$ cat src/sv/battery_level_indicator_top_macros.svh
// Assertion helpers for the top module, which checks its own logic.
`ifndef BATTERY_LEVEL_INDICATOR_TOP_MACROS_SVH
`define BATTERY_LEVEL_INDICATOR_TOP_MACROS_SVH

// Same-cycle implication, checked on every rising clock edge outside reset.
`define BLI_ASSERT_NOW(lbl, ante, cons) \
  lbl: assert property (@(posedge clk_i) disable iff (!rst_ni) (ante) |-> (cons)) \
    else $error("battery level indicator check failed");

// Next-cycle implication, checked on every rising clock edge outside reset.
`define BLI_ASSERT_NEXT(lbl, ante, cons) \
  lbl: assert property (@(posedge clk_i) disable iff (!rst_ni) (ante) |=> (cons)) \
    else $error("battery level indicator check failed");

`endif

$ cat src/sv/bli_pkg.sv
package bli_pkg;

  // Field widths.
  localparam int unsigned AdcW   = 11;
  localparam int unsigned IndW   = 4;
  localparam int unsigned CntW   = 3;
  localparam int unsigned LevelW = 16;
  localparam int unsigned DigitW = 4;
  localparam int unsigned OperW  = 16;
  localparam int unsigned CoefW  = 10;
  localparam int unsigned AccW   = 21;
  localparam int unsigned InDataW  = 16;
  localparam int unsigned OutDataW = 40;

  // Linear level scale: the ADC window from empty to full maps onto 0..65535.
  localparam int unsigned FullAdc  = 'h370;
  localparam int unsigned EmptyAdc = 'h300;
  localparam int unsigned SpanAdc  = FullAdc - EmptyAdc;
  localparam logic [CoefW-1:0] Slope  = CoefW'(65536 / SpanAdc);
  localparam logic [AccW-1:0]  Offset = AccW'((EmptyAdc * 65536) / SpanAdc);
  localparam logic [CoefW-1:0] Ten    = CoefW'(10);
  localparam logic [OperW-1:0] HalfUnit = OperW'(32768);
  localparam logic [LevelW-1:0] LevelMax = '1;

  // Indicator codes.
  localparam logic [IndW-1:0] IndOff  = 4'h0;
  localparam logic [IndW-1:0] IndOn   = 4'hF;
  localparam logic [IndW-1:0] IndPlug = 4'h8;

  // Configuration register indexes and reset values.
  localparam int unsigned CfgIdxW = 2;
  localparam logic [CfgIdxW-1:0] CfgCritical = 2'd0;
  localparam logic [CfgIdxW-1:0] CfgLow      = 2'd1;
  localparam logic [CfgIdxW-1:0] CfgPlugged  = 2'd2;
  localparam logic [AdcW-1:0] CriticalRst = 11'd773;
  localparam logic [AdcW-1:0] LowRst      = 11'd779;
  localparam logic [AdcW-1:0] PluggedRst  = 11'd1024;

  // Sequencer states.
  typedef enum logic [2:0] {
    ST_IDLE,
    ST_SCALE,
    ST_CLAMP,
    ST_TENS,
    ST_ONES,
    ST_DONE
  } bli_state_e;

  // One request to the shared multiply-add unit: acc = a * b + c.
  typedef struct packed {
    logic             en;
    logic [OperW-1:0] a;
    logic [CoefW-1:0] b;
    logic [OperW-1:0] c;
  } bli_mul_req_t;

endpackage

$ cat src/sv/battery_level_indicator_top.sv
// Battery level indicator.
// Input stream (s_axis_*): one beat per battery ADC reading with the CPU
// fast-mode flag. Output stream (m_axis_*): exactly one result beat per
// input beat, in order, carrying the indicator, slow-lock, redraw flag and,
// on every eighth counted reading, the charging flag or percentage digits.
// Configuration: cfg_we_i writes cfg_data_i to the threshold register at
// cfg_idx_i (0 critical, 1 low, 2 plugged code); write only while idle.
// Sequencing: a reading without a level update passes through the done
// state to the result register. A level update runs the scale, clamp,
// tens, ones and done states; one shared multiply-add unit runs three
// times (scale, tens digit, ones digit), with a clamp step between the
// first two. The input is not ready while a reading is in work.
// A finished result waits in the output register; the next reading can be
// accepted meanwhile, but its result stalls until the receiver takes the
// waiting beat. Reset clears the indicator, slow-lock, read counter and
// output valid, and loads the threshold reset values.
module battery_level_indicator_top import bli_pkg::*; (
  input  logic                  clk_i,
  input  logic                  rst_ni,
  input  logic                  cfg_we_i,
  input  logic [CfgIdxW-1:0]    cfg_idx_i,
  input  logic [AdcW-1:0]       cfg_data_i,
  input  logic                  s_axis_tvalid,
  output logic                  s_axis_tready,
  // Fields from bit 0: adc_reading[10:0], cpu_fast_mode[11], zero pad.
  input  logic [InDataW-1:0]    s_axis_tdata,
  output logic                  m_axis_tvalid,
  input  logic                  m_axis_tready,
  // Fields from bit 0: indicator[3:0], slow_lock[4], screen_refresh[5],
  // level_update[6], charging[7], scaled_level[23:8], hundreds_digit[24],
  // tens_shown[25], tens_digit[29:26], ones_digit[33:30], zero pad.
  output logic [OutDataW-1:0]   m_axis_tdata
);

  bli_state_e state_q, state_d;

  logic [AdcW-1:0]   crit_q, low_q, plug_q;
  logic [IndW-1:0]   ind_q, ind_d;
  logic              lock_q, lock_d;
  logic [CntW-1:0]   cnt_q, cnt_d;
  logic              refresh_q, refresh_d;
  logic              upd_q, upd_d;
  logic              chg_q;
  logic [AdcW-1:0]   adc_q;
  logic [LevelW-1:0] level_q, level_d;
  logic              hund_q;
  logic [DigitW-1:0] tens_q;

  logic              in_fire;
  logic              out_free;
  logic              out_load;
  logic              m_valid_q;
  logic [OutDataW-1:0] m_data_q, m_data_d;

  bli_mul_req_t      mul_req;
  logic [AccW-1:0]   acc;
  logic [LevelW:0]   level_inc;
  logic [AccW-1:0]   acc_off;
  logic              digits_on;
  logic              shown;

  logic [AdcW-1:0]   rd;
  logic              fast;
  logic              below_crit, below_low, is_plug, skip;

  assign rd       = s_axis_tdata[AdcW-1:0];
  assign fast     = s_axis_tdata[AdcW];
  assign in_fire  = s_axis_tvalid && s_axis_tready;
  assign out_free = !m_valid_q || m_axis_tready;

  // Configuration registers.
  always_ff @(posedge clk_i or negedge rst_ni) begin
    if (!rst_ni) begin
      crit_q <= CriticalRst;
      low_q  <= LowRst;
      plug_q <= PluggedRst;
    end else if (cfg_we_i) begin
      unique case (cfg_idx_i)
        CfgCritical: crit_q <= cfg_data_i;
        CfgLow:      low_q  <= cfg_data_i;
        CfgPlugged:  plug_q <= cfg_data_i;
        default: ;
      endcase
    end
  end

  // Indicator rules applied to the incoming reading.
  always_comb begin
    below_crit = rd < crit_q;
    below_low  = rd < low_q;
    is_plug    = rd == plug_q;
    skip       = !below_crit && below_low && fast;
    ind_d      = ind_q;
    lock_d     = lock_q;
    refresh_d  = 1'b0;
    cnt_d      = cnt_q;
    upd_d      = 1'b0;
    if (below_crit) begin
      ind_d     = ind_q ^ IndOn;
      lock_d    = 1'b1;
      refresh_d = 1'b1;
    end else if (below_low && !fast) begin
      refresh_d = ind_q == IndOff;
      ind_d     = IndOn;
      lock_d    = 1'b1;
    end
    if (!skip) begin
      if (is_plug) begin
        refresh_d = refresh_d || (ind_d == IndOff);
        ind_d     = IndPlug;
        lock_d    = 1'b0;
      end else if (!below_low) begin
        refresh_d = refresh_d || (ind_d != IndOff);
        ind_d     = IndOff;
        lock_d    = 1'b0;
      end
      cnt_d = cnt_q + CntW'(1);
      upd_d = cnt_d == '0;
    end
  end

  // Sequencer state register.
  always_ff @(posedge clk_i or negedge rst_ni) begin
    if (!rst_ni) begin
      state_q <= ST_IDLE;
    end else begin
      state_q <= state_d;
    end
  end

  // Next state.
  always_comb begin
    state_d = state_q;
    unique case (state_q)
      ST_IDLE: begin
        if (in_fire) begin
          state_d = upd_d ? ST_SCALE : ST_DONE;
        end
      end
      ST_SCALE: state_d = ST_CLAMP;
      ST_CLAMP: state_d = ST_TENS;
      ST_TENS:  state_d = ST_ONES;
      ST_ONES:  state_d = ST_DONE;
      ST_DONE: begin
        if (out_free) begin
          state_d = ST_IDLE;
        end
      end
      default: state_d = ST_IDLE;
    endcase
  end

  // Sequencer outputs: handshake and the request to the multiply-add unit.
  assign level_inc = {1'b0, level_q} + (LevelW + 1)'(1);

  always_comb begin
    s_axis_tready = 1'b0;
    out_load      = 1'b0;
    mul_req       = '0;
    unique case (state_q)
      ST_IDLE:  s_axis_tready = 1'b1;
      ST_SCALE: begin
        mul_req.en = 1'b1;
        mul_req.a  = OperW'(adc_q);
        mul_req.b  = Slope;
      end
      ST_CLAMP: ;
      ST_TENS: begin
        mul_req.en = 1'b1;
        mul_req.a  = level_inc[LevelW] ? '0 : level_inc[LevelW-1:0];
        mul_req.b  = Ten;
      end
      ST_ONES: begin
        mul_req.en = 1'b1;
        mul_req.a  = acc[OperW-1:0];
        mul_req.b  = Ten;
        mul_req.c  = HalfUnit;
      end
      ST_DONE:  out_load = out_free;
      default: ;
    endcase
  end

  bli_mul_unit u_mul (
    .clk_i (clk_i),
    .req_i (mul_req),
    .acc_o (acc)
  );

  // Clamp the scaled reading to the 16-bit level range.
  assign acc_off = acc - Offset;

  always_comb begin
    if (acc < Offset) begin
      level_d = '0;
    end else if (acc_off > AccW'(LevelMax)) begin
      level_d = LevelMax;
    end else begin
      level_d = acc_off[LevelW-1:0];
    end
  end

  // Persistent indicator state, updated when a reading is accepted.
  always_ff @(posedge clk_i or negedge rst_ni) begin
    if (!rst_ni) begin
      ind_q  <= IndOff;
      lock_q <= 1'b0;
      cnt_q  <= '0;
    end else if (in_fire) begin
      ind_q  <= ind_d;
      lock_q <= lock_d;
      cnt_q  <= cnt_d;
    end
  end

  // Per-reading working registers.
  always_ff @(posedge clk_i) begin
    if (in_fire) begin
      adc_q     <= rd;
      refresh_q <= refresh_d;
      upd_q     <= upd_d;
      chg_q     <= upd_d && is_plug;
      level_q   <= '0;
    end
    if (state_q == ST_CLAMP) begin
      level_q <= level_d;
    end
    if (state_q == ST_TENS) begin
      hund_q <= level_inc[LevelW];
    end
    if (state_q == ST_ONES) begin
      tens_q <= acc[OperW+DigitW-1:OperW];
    end
  end

  // Result beat assembly; digits only on a non-charging level update.
  assign digits_on = upd_q && !chg_q;
  assign shown     = hund_q || (tens_q != '0);

  always_comb begin
    m_data_d        = '0;
    m_data_d[3:0]   = ind_q;
    m_data_d[4]     = lock_q;
    m_data_d[5]     = refresh_q;
    m_data_d[6]     = upd_q;
    m_data_d[7]     = chg_q;
    m_data_d[23:8]  = level_q;
    if (digits_on) begin
      m_data_d[24]    = hund_q;
      m_data_d[25]    = shown;
      m_data_d[29:26] = tens_q;
      m_data_d[33:30] = acc[OperW+DigitW-1:OperW];
    end
  end

  // Output register.
  always_ff @(posedge clk_i or negedge rst_ni) begin
    if (!rst_ni) begin
      m_valid_q <= 1'b0;
    end else if (out_load) begin
      m_valid_q <= 1'b1;
    end else if (m_axis_tready) begin
      m_valid_q <= 1'b0;
    end
  end

  always_ff @(posedge clk_i) begin
    if (out_load) begin
      m_data_q <= m_data_d;
    end
  end

  assign m_axis_tvalid = m_valid_q;
  assign m_axis_tdata  = m_data_q;

`include "battery_level_indicator_top_macros.svh"

  // An accepted reading keeps the input closed on the next cycle.
  `BLI_ASSERT_NEXT(a_busy_after_accept, in_fire, !s_axis_tready)
  // Charging is only reported together with a level update.
  `BLI_ASSERT_NOW(a_chg_needs_upd, m_axis_tvalid && m_axis_tdata[7], m_axis_tdata[6])
  // Without a level update every level field is zero.
  `BLI_ASSERT_NOW(a_no_upd_zero, m_axis_tvalid && !m_axis_tdata[6],
                  m_axis_tdata[33:8] == '0)
  // The rounded ones digit never exceeds ten.
  `BLI_ASSERT_NOW(a_ones_range, m_axis_tvalid, m_axis_tdata[33:30] <= 4'd10)

endmodule

$ cat src/sv/bli_mul_unit.sv
module bli_mul_unit import bli_pkg::*; (
  input  logic                clk_i,
  input  bli_mul_req_t        req_i,
  output logic [AccW-1:0]     acc_o
);

  logic [OperW+CoefW-1:0] mult;
  logic [OperW+CoefW:0]   prod;
  logic [AccW-1:0]        acc_q;

  // Full-width product of the operand and the small coefficient.
  assign mult = (OperW + CoefW)'(req_i.a) * (OperW + CoefW)'(req_i.b);

  // Multiply by a small coefficient and add a rounding term.
  assign prod = {1'b0, mult} + (OperW + CoefW + 1)'(req_i.c);

  // All operands keep the result below 2^21, so the top bits are dropped.
  always_ff @(posedge clk_i) begin
    if (req_i.en) begin
      acc_q <= prod[AccW-1:0];
    end
  end

  assign acc_o = acc_q;

endmodule
$ cat config.mk
export PLATFORM = sky130hd
export DESIGN_NAME = battery_level_indicator_top
export DESIGN_NICKNAME = d
export VERILOG_FILES = /design/src/sv/bli_pkg.sv /design/src/sv/battery_level_indicator_top.sv /design/src/sv/bli_mul_unit.sv
export VERILOG_INCLUDE_DIRS = /design/src /design/src/sv
export SDC_FILE = /design/constraint.sdc
export NUM_CORES = 1
export LEC_CHECK = 0
export ABC_AREA = 1
export BUFFER_PORTS_ARGS = -buffer_cell sky130_fd_sc_hd__clkbuf_2
export CAP_MARGIN = 20
export CORE_ASPECT_RATIO = 1.5
export CORE_MARGIN = 2
export CORE_UTILIZATION = 68
export CTS_CLUSTER_DIAMETER = 100
export DETAILED_ROUTE_END_ITERATION = 10
export GPL_TIMING_DRIVEN = 0
export PLACE_DENSITY = 0.88
export SLEW_MARGIN = 30
export SYNTH_ARGS = -nofsm -noshare
export SYNTH_HDL_FRONTEND = slang
export SYNTH_HIERARCHICAL = 1
export SYNTH_SLANG_ARGS = --single-unit
$ cat constraint.sdc
create_clock -name clk_i -period 10.5 [get_ports clk_i]
set_input_delay 2.1 -clock clk_i [delete_from_list [all_inputs] [get_ports clk_i]]
set_output_delay 2.1 -clock clk_i [all_outputs]
set_load 0.03 [all_outputs]
== Yosys cells after proc, flatten, opt, wreduce, memory -nomap -nowiden ==
Cells that the tools add are included.

* Register bits after elaboration: 135
* Bits in latches: 0
* RAM bits: 0
* Memory bits (read-only): 0
* Input port bits: 34
* Output and inout bits: 42
* Logic and storage cells: 98
* Memories kept: 0

* Add/subtract/negate cells: 4
* $mul: 1
* Divide/modulo/power cells: 0
* $lt $le $gt $ge: 4
* Equality and inequality tests: 10
* Shift operators: 0
* Muxes and demuxes: 31
* Bitwise logic cells: 2
* Reduce and logical (&&, ||, !) cells: 28

{| class="wikitable"
|+ Operator list
! operator !! count
|-
| 2-to-1 mux 16 bit || 6
|-
| one-hot mux 27 bit (3 select lines) || 1
|-
| < comparator 11 bit || 2
|-
| adder 21 x 16 -> 21 bit || 1
|-
| > comparator 21 x 16 -> 1 bit (second input constant) || 1
|-
| < comparator 21 x 19 -> 1 bit (second input constant) || 1
|-
| multiplier 16 x 10 -> 21 bit || 1
|-
| subtractor 21 x 19 -> 21 bit (second input constant) || 1
|-
| 2-to-1 mux 4 bit || 5
|-
| one-hot mux 3 bit (6 select lines) || 1
|-
| adder 16 x 1 -> 17 bit (second input constant) || 1
|-
| 2-to-1 mux 1 bit || 15
|-
| == test 11 bit || 1
|-
| AND reduction 2 bit || 5
|-
| 2-to-1 mux 3 bit || 3
|-
| zero test 4 bit || 2
|-
| nonzero test 4 bit || 2
|-
| == test 3 x 2 -> 1 bit (second input constant) || 2
|-
| == test 3 bit (second input constant) || 2
|-
| logical AND 1 bit || 6
|-
| zero test 3 bit || 2
|-
| zero test 1 bit || 4
|-
| logical OR 1 bit || 4
|-
| != test 2 bit (second input constant) || 2
|-
| 8 further kinds || 9
|}

== Longest topological paths before layout ==
Gate-level depths: netlist (run 1).

* Depth in word-level cells: 9
* Mapped depth: 34
* Gate-level depth less buffers: 33

== Cells and area by module ==
The synthesis (run 1) kept the hierarchy.

{| class="wikitable"
|+ By module, submodules not included
! module !! instances !! cells each !! area an instance (um^2) !! seq. area each (um^2)
|-
| battery_level_indicator_top || 1 || 753 || 6448.7 || 3210.6
|-
| bli_mul_unit || 1 || 796 || 6073.3 || 630.6
|}

== Worst setup path before layout (run 1) ==
Ideal clock, no wire load.

* Path kind: reg2reg
* Start point: register state_q[1]
* End point: register u_mul.acc_q[18] (netlist: u_mul/acc_o[18]) (data pin)
* Library setup time: 252 ps
* Data arrival time: 6515 ps
* Data required time: 10248 ps
* Slack: 3732 ps
* Cell stages (with the launch flop): 30
* Path buffers: 3
* Period minus slack after synthesis: 6768 ps
* Cells stage by stage: dfrtp_1 > nor2_1 > inv_1 > nor2_1 > clkinv_1 > clkbuf_1 > nand3_1 > clkbuf_1 > clkbuf_1 > nand2_1 > fa_1 > inv_1 > fa_1 > inv_1 > fa_1 > inv_1 > fa_1 > inv_1 > fa_1 > inv_1 > ha_1 > nand2_1 > inv_1 > nand2_1 > nor2_1 > or2_1 > nand3_2 > nand2_1 > nand2_1 > nand2_1

{| class="wikitable"
|+ RTL lines
! element !! RTL line !! text
|-
| start: declaration || battery_level_indicator_top.sv:35 || <nowiki>bli_state_e state_q, state_d;</nowiki>
|-
| start signal: assignment || battery_level_indicator_top.sv:127 || <nowiki>state_q <= state_d;</nowiki>
|-
| end signal: assignment || bli_mul_unit.sv:20 || <nowiki>acc_q <= prod[AccW-1:0];</nowiki>
|-
| end: declaration || bli_mul_unit.sv:9 || <nowiki>logic [AccW-1:0] acc_q;</nowiki>
|}

==> results of run 1 <==
registers in the layout, summed over array words and instances (netlist names), 3 cells and up:
| register | cells |
|---|---|
| m_axis_tdata | 34 |
| plug_q | 11 |
| level_q | 16 |
| ind_q | 4 |
| tens_q | 4 |
| cnt_q | 3 |
| state_q | 3 |
| u_mul/acc_o | 21 |
| crit_q | 11 |
| low_q | 11 |
| adc_q | 11 |
worst max path at each step:
stage	slack, ps	end	depth (start not counted)	startpoint
detailed placement	1940	u_mul/acc_o[19]$_DFFE_PP_	28	state_q[1]$_DFFE_PN0P_
CTS	1870	u_mul/acc_o[19]$_DFFE_PP_	28	state_q[1]$_DFFE_PN0P_
floorplan	3730	u_mul/acc_o[18]$_DFFE_PP_	29	state_q[1]$_DFFE_PN0P_
global route	2030	u_mul/acc_o[19]$_DFFE_PP_	28	state_q[1]$_DFFE_PN0P_
global placement	2120	u_mul/acc_o[19]$_DFFE_PP_	28	state_q[1]$_DFFE_PN0P_
finish	2470	u_mul/acc_o[19]$_DFFE_PP_	28	state_q[1]$_DFFE_PN0P_
metal layers:
metal  up-vias  global-route usage  share of wire
met4         0               0.268          0.088
met3       208              0.0524          0.069
met2       562               0.635           0.52
met5         -                   0              0
met1      4915               0.363           0.32
li1       4867                   -              -
cell type report:
type                    instances  area, µm²  area share
plain buffers                  49        240      0.0172
clock buffers                  17        425      0.0305
clock inverters                15        225      0.0161
inverters                     395       1480       0.106
multi-input cells            1002       7100       0.509
flip-flops and latches        135       3840       0.275
well taps                     217        272      0.0195
repair buffers                 67        367      0.0263
cells in the mapped netlist, types with 3 or more instances:
master    number  area share
dfstp_2       10       0.021
a21oi_2        3      0.0021
a21oi_1       26       0.010
buf_2          5      0.0020
buf_4          6      0.0036
fa_1         118        0.19
nand3_2       14       0.011
nand2_2       24       0.012
nand4_1        9      0.0045
o221ai_1       9      0.0063
nor2_1        77       0.023
nor3_2         3      0.0024
dfrtp_1       35       0.070
nor3_1        14      0.0056
o22ai_1        7      0.0035
nand2_1      404        0.12
ha_1          68       0.068
inv_2          5      0.0015
nor2_2         7      0.0035
inv_1        388        0.12
clkbuf_1      34       0.010
xor2_1        32       0.022
xnor2_1        9      0.0063
nand3_1       65       0.026
edfxtp_1      90        0.22
o21bai_1       3      0.0018
o21ai_0       55       0.022
worst register-to-register path: cells and delay by family, from the launching register on:
kind / cells / cell delay, ps
AOI/OAI and AO/OA: 1 / 260
adders and majority gates: 6 / 3000
buffers and inverters: 10 / 2030
DFF: 1 / 410
and+or+nand+nor: 11 / 2060
cell families (layout without fill, tap and decap cells):
logic type      after synthesis  after routing  synth area share
fa+ha+maj                   186            186             0.257
simple gates                628            628             0.216
buf+inv                     444            543             0.138
compound gates              113            113            0.0526
xor+xnor                     42             42            0.0300
flops                       135            135             0.307
other cells                   1             33          0.000299
cell usage in the layout (no fill, tap or decap), drive strengths merged, types with 10 or more instances in the layout:
cell type,n
clkbuf,117
fa,118
nor3,17
nor2,86
buf,16
nand3,79
edfxtp,90
conb,33
o21ai,57
inv,402
a21oi,29
xor2,33
nand2,429
dfstp,10
dfrtp,35
ha,68
per-stage QoR:
stage          area, µm²  setup WS [ps]   util  std cells
2_1_floorplan      12600           3730      -       1581
3_3_place_gp       13200           2120  0.735       1863
3_5_place_dp       13300           1940  0.738       1865
4_1_cts            13900           1870  0.774       1897
5_1_grt            14000           2030  0.775       1897
6_report           14000           2470  0.775       1897
==> impl_results.md, run 1 <==
- HP Start: refresh_q$_DFFE_PP_
- RSZ-0062 raised after global routing: false
- Clock period minus worst slack: 8030 ps
- Residual DRC: 0
- Fillers: between 1000 and 1500
- Reg2reg end: u_mul/acc_o[19]$_DFFE_PP_
- Global Route Usage Sum: 0.353
- Slowest CP cell: fa_1
- F_max: 124 MHz
- Final net count: 1887
- Crit path capture type: flip-flop
- Routability cong.: 0.984
- Die Width: 115 µm
- Area delta synth->final: 11.4%
- Final worst clock skew: ~8.6 ps
- Tcrit/Tclk final: 0.765
- Final setup vio count: 0
- Layout cells sized above 1: 0.115
- Clock-pin slew on the worst setup and hold paths: roughly 70 ps
- Worst-case reg-to-reg path depth: 28
- Max_cap viols: 0
- Critical path launch point type: flip-flop
- Post-synth top flop: edfxtp_1
- Status: complete, no violations
- Yosys warns: 6
- Worst setup path category: flip-flop to flip-flop
- ANT cells: 0
- PortBufs: 65
- CP Data Required Time: between 10000 and 15000 ps
- Via Count: 10552
- Worst path top cell family by delay: adder cells
- Yosys reg bits: roughly 140
- Count of hold-fix buffers inserted at cts: 0
- Antenna-violating nets left: 0
- Unique masters post-synth: 48
- Cell count after synthesis: around 1500
- Final wirelength: ~32000 µm
- Initial antenna violation count: 0
- Total CTS buffers: 17
- Core ar.: roughly 18000 µm²
- Core Rows: 60
- Post-CTS sizing: 0
- DIE AREA: between 15000 and 20000 µm²
- Reg-to-reg slack, setup: approximately 2500 ps
- Vias in the first global route: between 10000 and 15000
- Pre-antenna DRT Iters: 6
- Hold slack: 420 ps
- Global-route wire length before repair: ~53000 µm
- Via density: 5.56
- Die Height: around 170 µm
- Hold Path End: m_axis_tdata[5]$_DFFE_PP_
- Largest net degree at the start of global routing: 46
- Total clock sinks: 135
- Critical path arrival: slightly above 8000 ps
- Syn Std Cell Area: roughly 13000 µm²
- Crit-path most repeated cell: inv_1
- I/O pin total: between 70 and 80
- TritonCTS clock tree: yes
- Post-synth EDFFs: 90
- Final slew viol count: 0
- Total grt overflow: 0
- Slew headroom: 0.505
- Max Buffers Root-to-Sink: 2
- Max incr delay on CP: about 560 ps
- Number of post-CTS setup repair buffers: 0
- Async SR Flop Fraction: 0.333
- Dpl hpwl: roughly 25000 µm
- Hold Vio Cnt, Final: 0
- Clock root buffer: clkbuf_16
- Setup_tns: 0 ps
- HP Class: flip-flop to flip-flop
- Buf/Inv on CP: 10
- Worst-path fanout max: 22
- Hold Path Stages: 0
- Drt wl/cell: 16.8 µm
- Initial DRC count: 831
- Clk Latency, worst-skew pair: between 400 and 500 ps
- Slew @ Worst Pin: roughly 740 ps
- Initial Util: 0.695
- Register area share after synthesis: 0.307
- H-tree depth: 4
- Syn_area_per_cell: between 8 and 9 µm²
- R2R Path Start: state_q[1]$_DFFE_PN0P_
Power of run 1 is not shown: default switching activity piles up to over one toggle a cycle in this logic, so the estimate is an artifact.
==> run 2: changes to the inputs <==
Settings changed: CORE_UTILIZATION 68 to 57, PLACE_DENSITY 0.88 to 0.78.
Clock period 10.5 ns to 7.2 ns, I/O delays scaled along.
==> run 2 against run 1 <==
Against the previous run:
- maximum frequency up 18%
- clock-buffer cell count up 1
- worst setup slack worse by 2100 ps
==> impl_results.md, run 2 (synthesized netlist as in run 1, its figures left out) <==
- Status: complete, no violations
- H-tree depth: 4
- Largest net degree at the start of global routing: 46
- Total clock sinks: roughly 140
- HP Class: flip-flop to flip-flop
- Dpl hpwl: between 20000 and 30000 µm
- I/O pin total: between 70 and 80
- # placed instances: 1920
- Critical path arrival: 7020 ps
- Setup_tns: 0 ps
- PortBufs: 65
- Final net count: 1886
- R2R Path Start: level_q[1]$_SDFFCE_PN0P_
- Initial DRC count: about 690
- Worst-case reg-to-reg path depth: 30
- Residual DRC: 0
- Reg-to-reg slack, setup: roughly 370 ps
- Worst-path fanout max: 10
- Routed wl met3: ~1600 µm
- Global Route Usage Sum: 0.287
- Antenna-violating nets left: 0
- Initial antenna violation count: 0
- Final worst clock skew: 6.92 ps
- Clock period minus worst slack: around 6800 ps
- Final wirelength: 31200 µm
- Clock-pin slew on the worst setup and hold paths: roughly 60 ps
- Commonest non-fill, non-tap cell in the layout: nand2_1
- Initial Util: 0.579
- Critical path launch point type: flip-flop
- Final setup vio count: 0
- Most frequent cells in the layout: nand2_1 (404), inv_1 (388), fa_1 (118), edfxtp_1 (90), nor2_1 (74)
- Slew @ Worst Pin: 732 ps
- CP Data Required Time: 7380 ps
- Hold Vio Cnt, Final: 0
- Worst setup path category: flip-flop to flip-flop
- ANT cells: 0
- Hold Path End: m_axis_tdata[5]$_DFFE_PP_
- Core ar.: 21600 µm²
- Clk Latency, worst-skew pair: roughly 430 ps
- Max_cap viols: 0
- Pre-antenna DRT Iters: 6
- Via density: 5.23
- Routability cong.: ~0.93
- Crit-path most repeated cell: nand2_1
- Core Rows: between 60 and 70
- Vias in the first global route: between 10000 and 15000
- Reg2reg end: u_mul/acc_o[17]$_DFFE_PP_
- Global-route wire length before repair: between 50000 and 60000 µm
- Die Height: between 150 and 200 µm
- Drt wl/cell: approximately 16 µm
- Clock root buffer: clkbuf_16
- Fillers: 1829
- Max Used Layer: met4
- Total CTS buffers: 17
- Total grt overflow: 0
- Layout cells sized above 1: 0.119
- Slowest CP cell: fa_1
- Count of hold-fix buffers inserted at cts: 0
- HP Start: refresh_q$_DFFE_PP_
- Die Width: roughly 130 µm
- DIE AREA: approximately 23000 µm²
- TritonCTS clock tree: yes
- Crit path capture type: flip-flop
- Non-filler cells, final: roughly 2000
- Slew headroom: 0.512
- Max incr delay on CP: around 550 ps
- Area delta synth->final: 11.5%
- Max reg flops: 34
- Via Count: roughly 10000
- F_max: around 150 MHz
- Number of post-CTS setup repair buffers: 0
- Top reg by flops: m_axis_tdata
- Met1 wire length: around 11000 µm
- Metal2 WL: ~16000 µm
- Max Buffers Root-to-Sink: 2
- Hold Path Stages: 0
- Final slew viol count: 0
- Tcrit/Tclk final: 0.949
-- run 2: changes by cell type in the layout (fill, tap and decap cells not counted), sizes merged --
cell / before / now
bufinv: 3 / 2
clkinv: 5 / 7
clkinvlp: 0 / 2
inv: 402 / 398
-- run 2: worst max-delay path by stage --
stage | start | endpoint | slack, ps | depth (start not counted)
after CTS | state_q[1]$_DFFE_PN0P_ | u_mul/acc_o[15]$_DFFE_PP_ | 130 | 27
final | level_q[1]$_SDFFCE_PN0P_ | u_mul/acc_o[17]$_DFFE_PP_ | 370 | 30
after global routing | level_q[1]$_SDFFCE_PN0P_ | u_mul/acc_o[17]$_DFFE_PP_ | -0.3 | 30
after floorplan | state_q[1]$_DFFE_PN0P_ | u_mul/acc_o[18]$_DFFE_PP_ | 430 | 29
after global placement | state_q[1]$_DFFE_PN0P_ | u_mul/acc_o[15]$_DFFE_PP_ | -1130 | 27
after detailed placement | state_q[1]$_DFFE_PN0P_ | u_mul/acc_o[15]$_DFFE_PP_ | -770 | 27
-- run 2: worst max-delay path: cells and delay by family, from the launching register on --
kind,cells,cell delay (ps)
adder cells (fa/ha/maj),7,3180
buffers and inverters,7,880
AO/OA/AOI/OAI,3,890
AND/OR/NAND/NOR,13,1150
flip-flops,1,490
-- run 2: metrics by stage --
| step | setup WS, ps | cell area (µm²) | hold slack, ps | utilization |
|---|---|---|---|---|
| 6_report | 366 | 14000 | 427 | 0.645 |
| 5_1_grt | -0.338 | 14000 | 431 | 0.645 |
| 2_1_floorplan | 432 | 12600 | 400 | - |
| 3_3_place_gp | -1130 | 13300 | 401 | 0.615 |
| 4_1_cts | 132 | 14000 | 430 | 0.645 |
| 3_5_place_dp | -769 | 13400 | 415 | 0.618 |
-- run 2: area by class of cell --
type	instances	area (µm²)	share of cell area
clock inverter	14	145	0.0104
inverter	395	1490	0.106
sequential	135	3840	0.275
buffer	48	246	0.0177
clock buffer	18	429	0.0307
tap	272	340	0.0244
multi-input combinational	1002	7110	0.509
timing repair buffer	67	367	0.0263
-- run 2: timing repair --
| action | CTS | global route |
|---|---|---|
| pin swaps | 0 | 1 |
| setup endpoints to repair | 15 | 11 |
| gates resized for setup | 5 | 13 |
-- run 2: per-layer routing --
layer | vias to the layer above | global-route usage
met4 | 0 | 0.199
met5 | - | 0
met1 | 4803 | 0.299
met3 | 132 | 0.0428
li1 | 4874 | -
met2 | 394 | 0.530
Power of run 2 is left out for the same reason.
==> run 3: changes to the inputs <==
Settings changed: PLACE_DENSITY 0.78 to 0.89.
==> run 3 against run 2 <==
Against the previous run:
- hold slack lost 10 ps
- utilization grew 0.22 points
- clock-buffer cell count grew 2
- non-clock buffer count grew 2
- final cell count grew 0.15%
- first-iteration DRC count grew 41%
- clock skew grew 5.8 ps
- maximum frequency shrank 0.49%
- via count grew 4.3%
- global-route usage grew 0.55 points
- worst setup slack lost 34 ps
- final area grew 0.34%
- critical endpoint is now u_mul/acc_o[15]$_DFFE_PP_
==> impl_results.md, run 3 (synthesized netlist as in run 1, its figures left out) <==
- Max Buffers Root-to-Sink: 2
- Die Height: around 190 µm
- Antenna-violating nets left: 0
- Initial Util: 0.579
- Via Count: 10645
- Global-route wire length before repair: about 53000 µm
- Initial DRC count: approximately 970
- Core ar.: approximately 22000 µm²
- Vias in the first global route: ~11000
- Final slew viol count: 0
- Setup WS pre-CTS: -1150 ps
- Commonest non-fill, non-tap cell in the layout: nand2_1
- Worst-path fanout max: 10
- Routability cong.: approximately 0.97
- Buf/Inv on CP: 9
- Count of hold-fix buffers inserted at cts: 0
- Status: complete, no violations
- Clock period minus worst slack: 6870 ps
- Slew headroom: 0.533
- Core Rows: between 60 and 70
- Final setup vio count: 0
- Hold Vio Cnt, Final: 0
- Clk Latency, worst-skew pair: between 400 and 500 ps
- Die Width: ~130 µm
- Drt wl/cell: approximately 17 µm
- Global Route Usage Sum: 0.292
- TritonCTS clock tree: yes
- Clock-pin slew on the worst setup and hold paths: about 60 ps
- Initial antenna violation count: 0
- Total CTS buffers: 17
- Fin area: around 14000 µm²
- Crit path capture type: flip-flop
- PortBufs: 65
- Max incr delay on CP: 630 ps
- Slowest CP cell: fa_1
- Clock root buffer: clkbuf_16
- F_max: 146 MHz
- Worst setup path category: flip-flop to flip-flop
- Slew @ Worst Pin: 699 ps
- Crit-path most repeated cell: inv_1
- Total grt overflow: 0
- Worst-case reg-to-reg path depth: 32
- Final wirelength: approximately 33000 µm
- Cell count along the critical path: 32
- Hold Path Stages: 0
- DIE AREA: around 23000 µm²
- Largest net degree at the start of global routing: between 40 and 50
- HP Class: flip-flop to flip-flop
- Max_cap viols: 0
- Pre-antenna DRT Iters: 5
- H-tree depth: 4
- Residual DRC: 0
- Max reg flops: 34
- Final net count: 1889
- I/O pin total: between 70 and 80
- Top reg by flops: m_axis_tdata
- RSZ-0062 raised after global routing: false
- Worst path top cell family by delay: adder cells
- Final setup margin: around 330 ps
- CP Data Required Time: 7370 ps
- Final Util: 0.648
- Via density: 5.45
- Dpl hpwl: approximately 25000 µm
- Final worst clock skew: around 13 ps
- Area delta synth->final: 11.9%
- Dpl cell area: between 10000 and 15000 µm²
- Tcrit/Tclk final: 0.954
- Layout cells sized above 1: 0.122
- Total clock sinks: between 100 and 150
- ANT cells: 0
- Critical path arrival: just over 7000 ps
- Most frequent cells in the layout: nand2_1 (404), inv_1 (388), fa_1 (118), edfxtp_1 (90)
- Critical path launch point type: flip-flop
==> run 3: timing repair <==
item / CTS / global route
resized for setup: 5 / 21
cloned: 0 / 1
pin swaps: 0 / 1
buffers inserted: 0 / 3
endpoints found under the setup margin: 16 / 12
==> run 3: layout make-up <==
cell class	instances	area [µm²]
plain buffers	48	250
multi-input cells	1003	7130
fillers	1700	7620
repair buffers	69	378
well taps	272	340
flip-flops and latches	135	3840
clock buffers	20	468
clock inverters	12	115
inverters	395	1490
==> run 3: through the flow <==
stage	hold WS, ps	TNS, ps	cells
6_report	417	0	1954
2_1_floorplan	400	0	1581
4_1_cts	418	0	1951
5_1_grt	429	0	1954
3_3_place_gp	402	-10130	1918
3_5_place_dp	405	-13140	1919
==> run 3: path summary, 6_finish.rpt <==
path	from	endpoint	slack (ps)
worst max-delay path	level_q[0]$_SDFFCE_PN0P_	u_mul/acc_o[15]$_DFFE_PP_	330
worst min-delay path	refresh_q$_DFFE_PP_	m_axis_tdata[5]$_DFFE_PP_	420
worst max register to register	level_q[0]$_SDFFCE_PN0P_	u_mul/acc_o[15]$_DFFE_PP_	330
worst min register to register	refresh_q$_DFFE_PP_	m_axis_tdata[5]$_DFFE_PP_	420
max in group asynchronous	rst_ni	lock_q$_DFFE_PN0P_	5720
min in group asynchronous	rst_ni	plug_q[3]$_DFFE_PN0P_	1050
==> run 3: per-layer routing <==
layer  routed length [µm]  track usage  share of wire  vias to the layer above
met1                10700        0.306           0.33                     4999
met4                 2650        0.208          0.081                        0
met5                    0            0              0                        -
met3                 2130       0.0411          0.065                      189
met2                17100        0.538           0.52                      577
li1                     -            -              -                     4880
Power of run 3 is left out for the same reason.
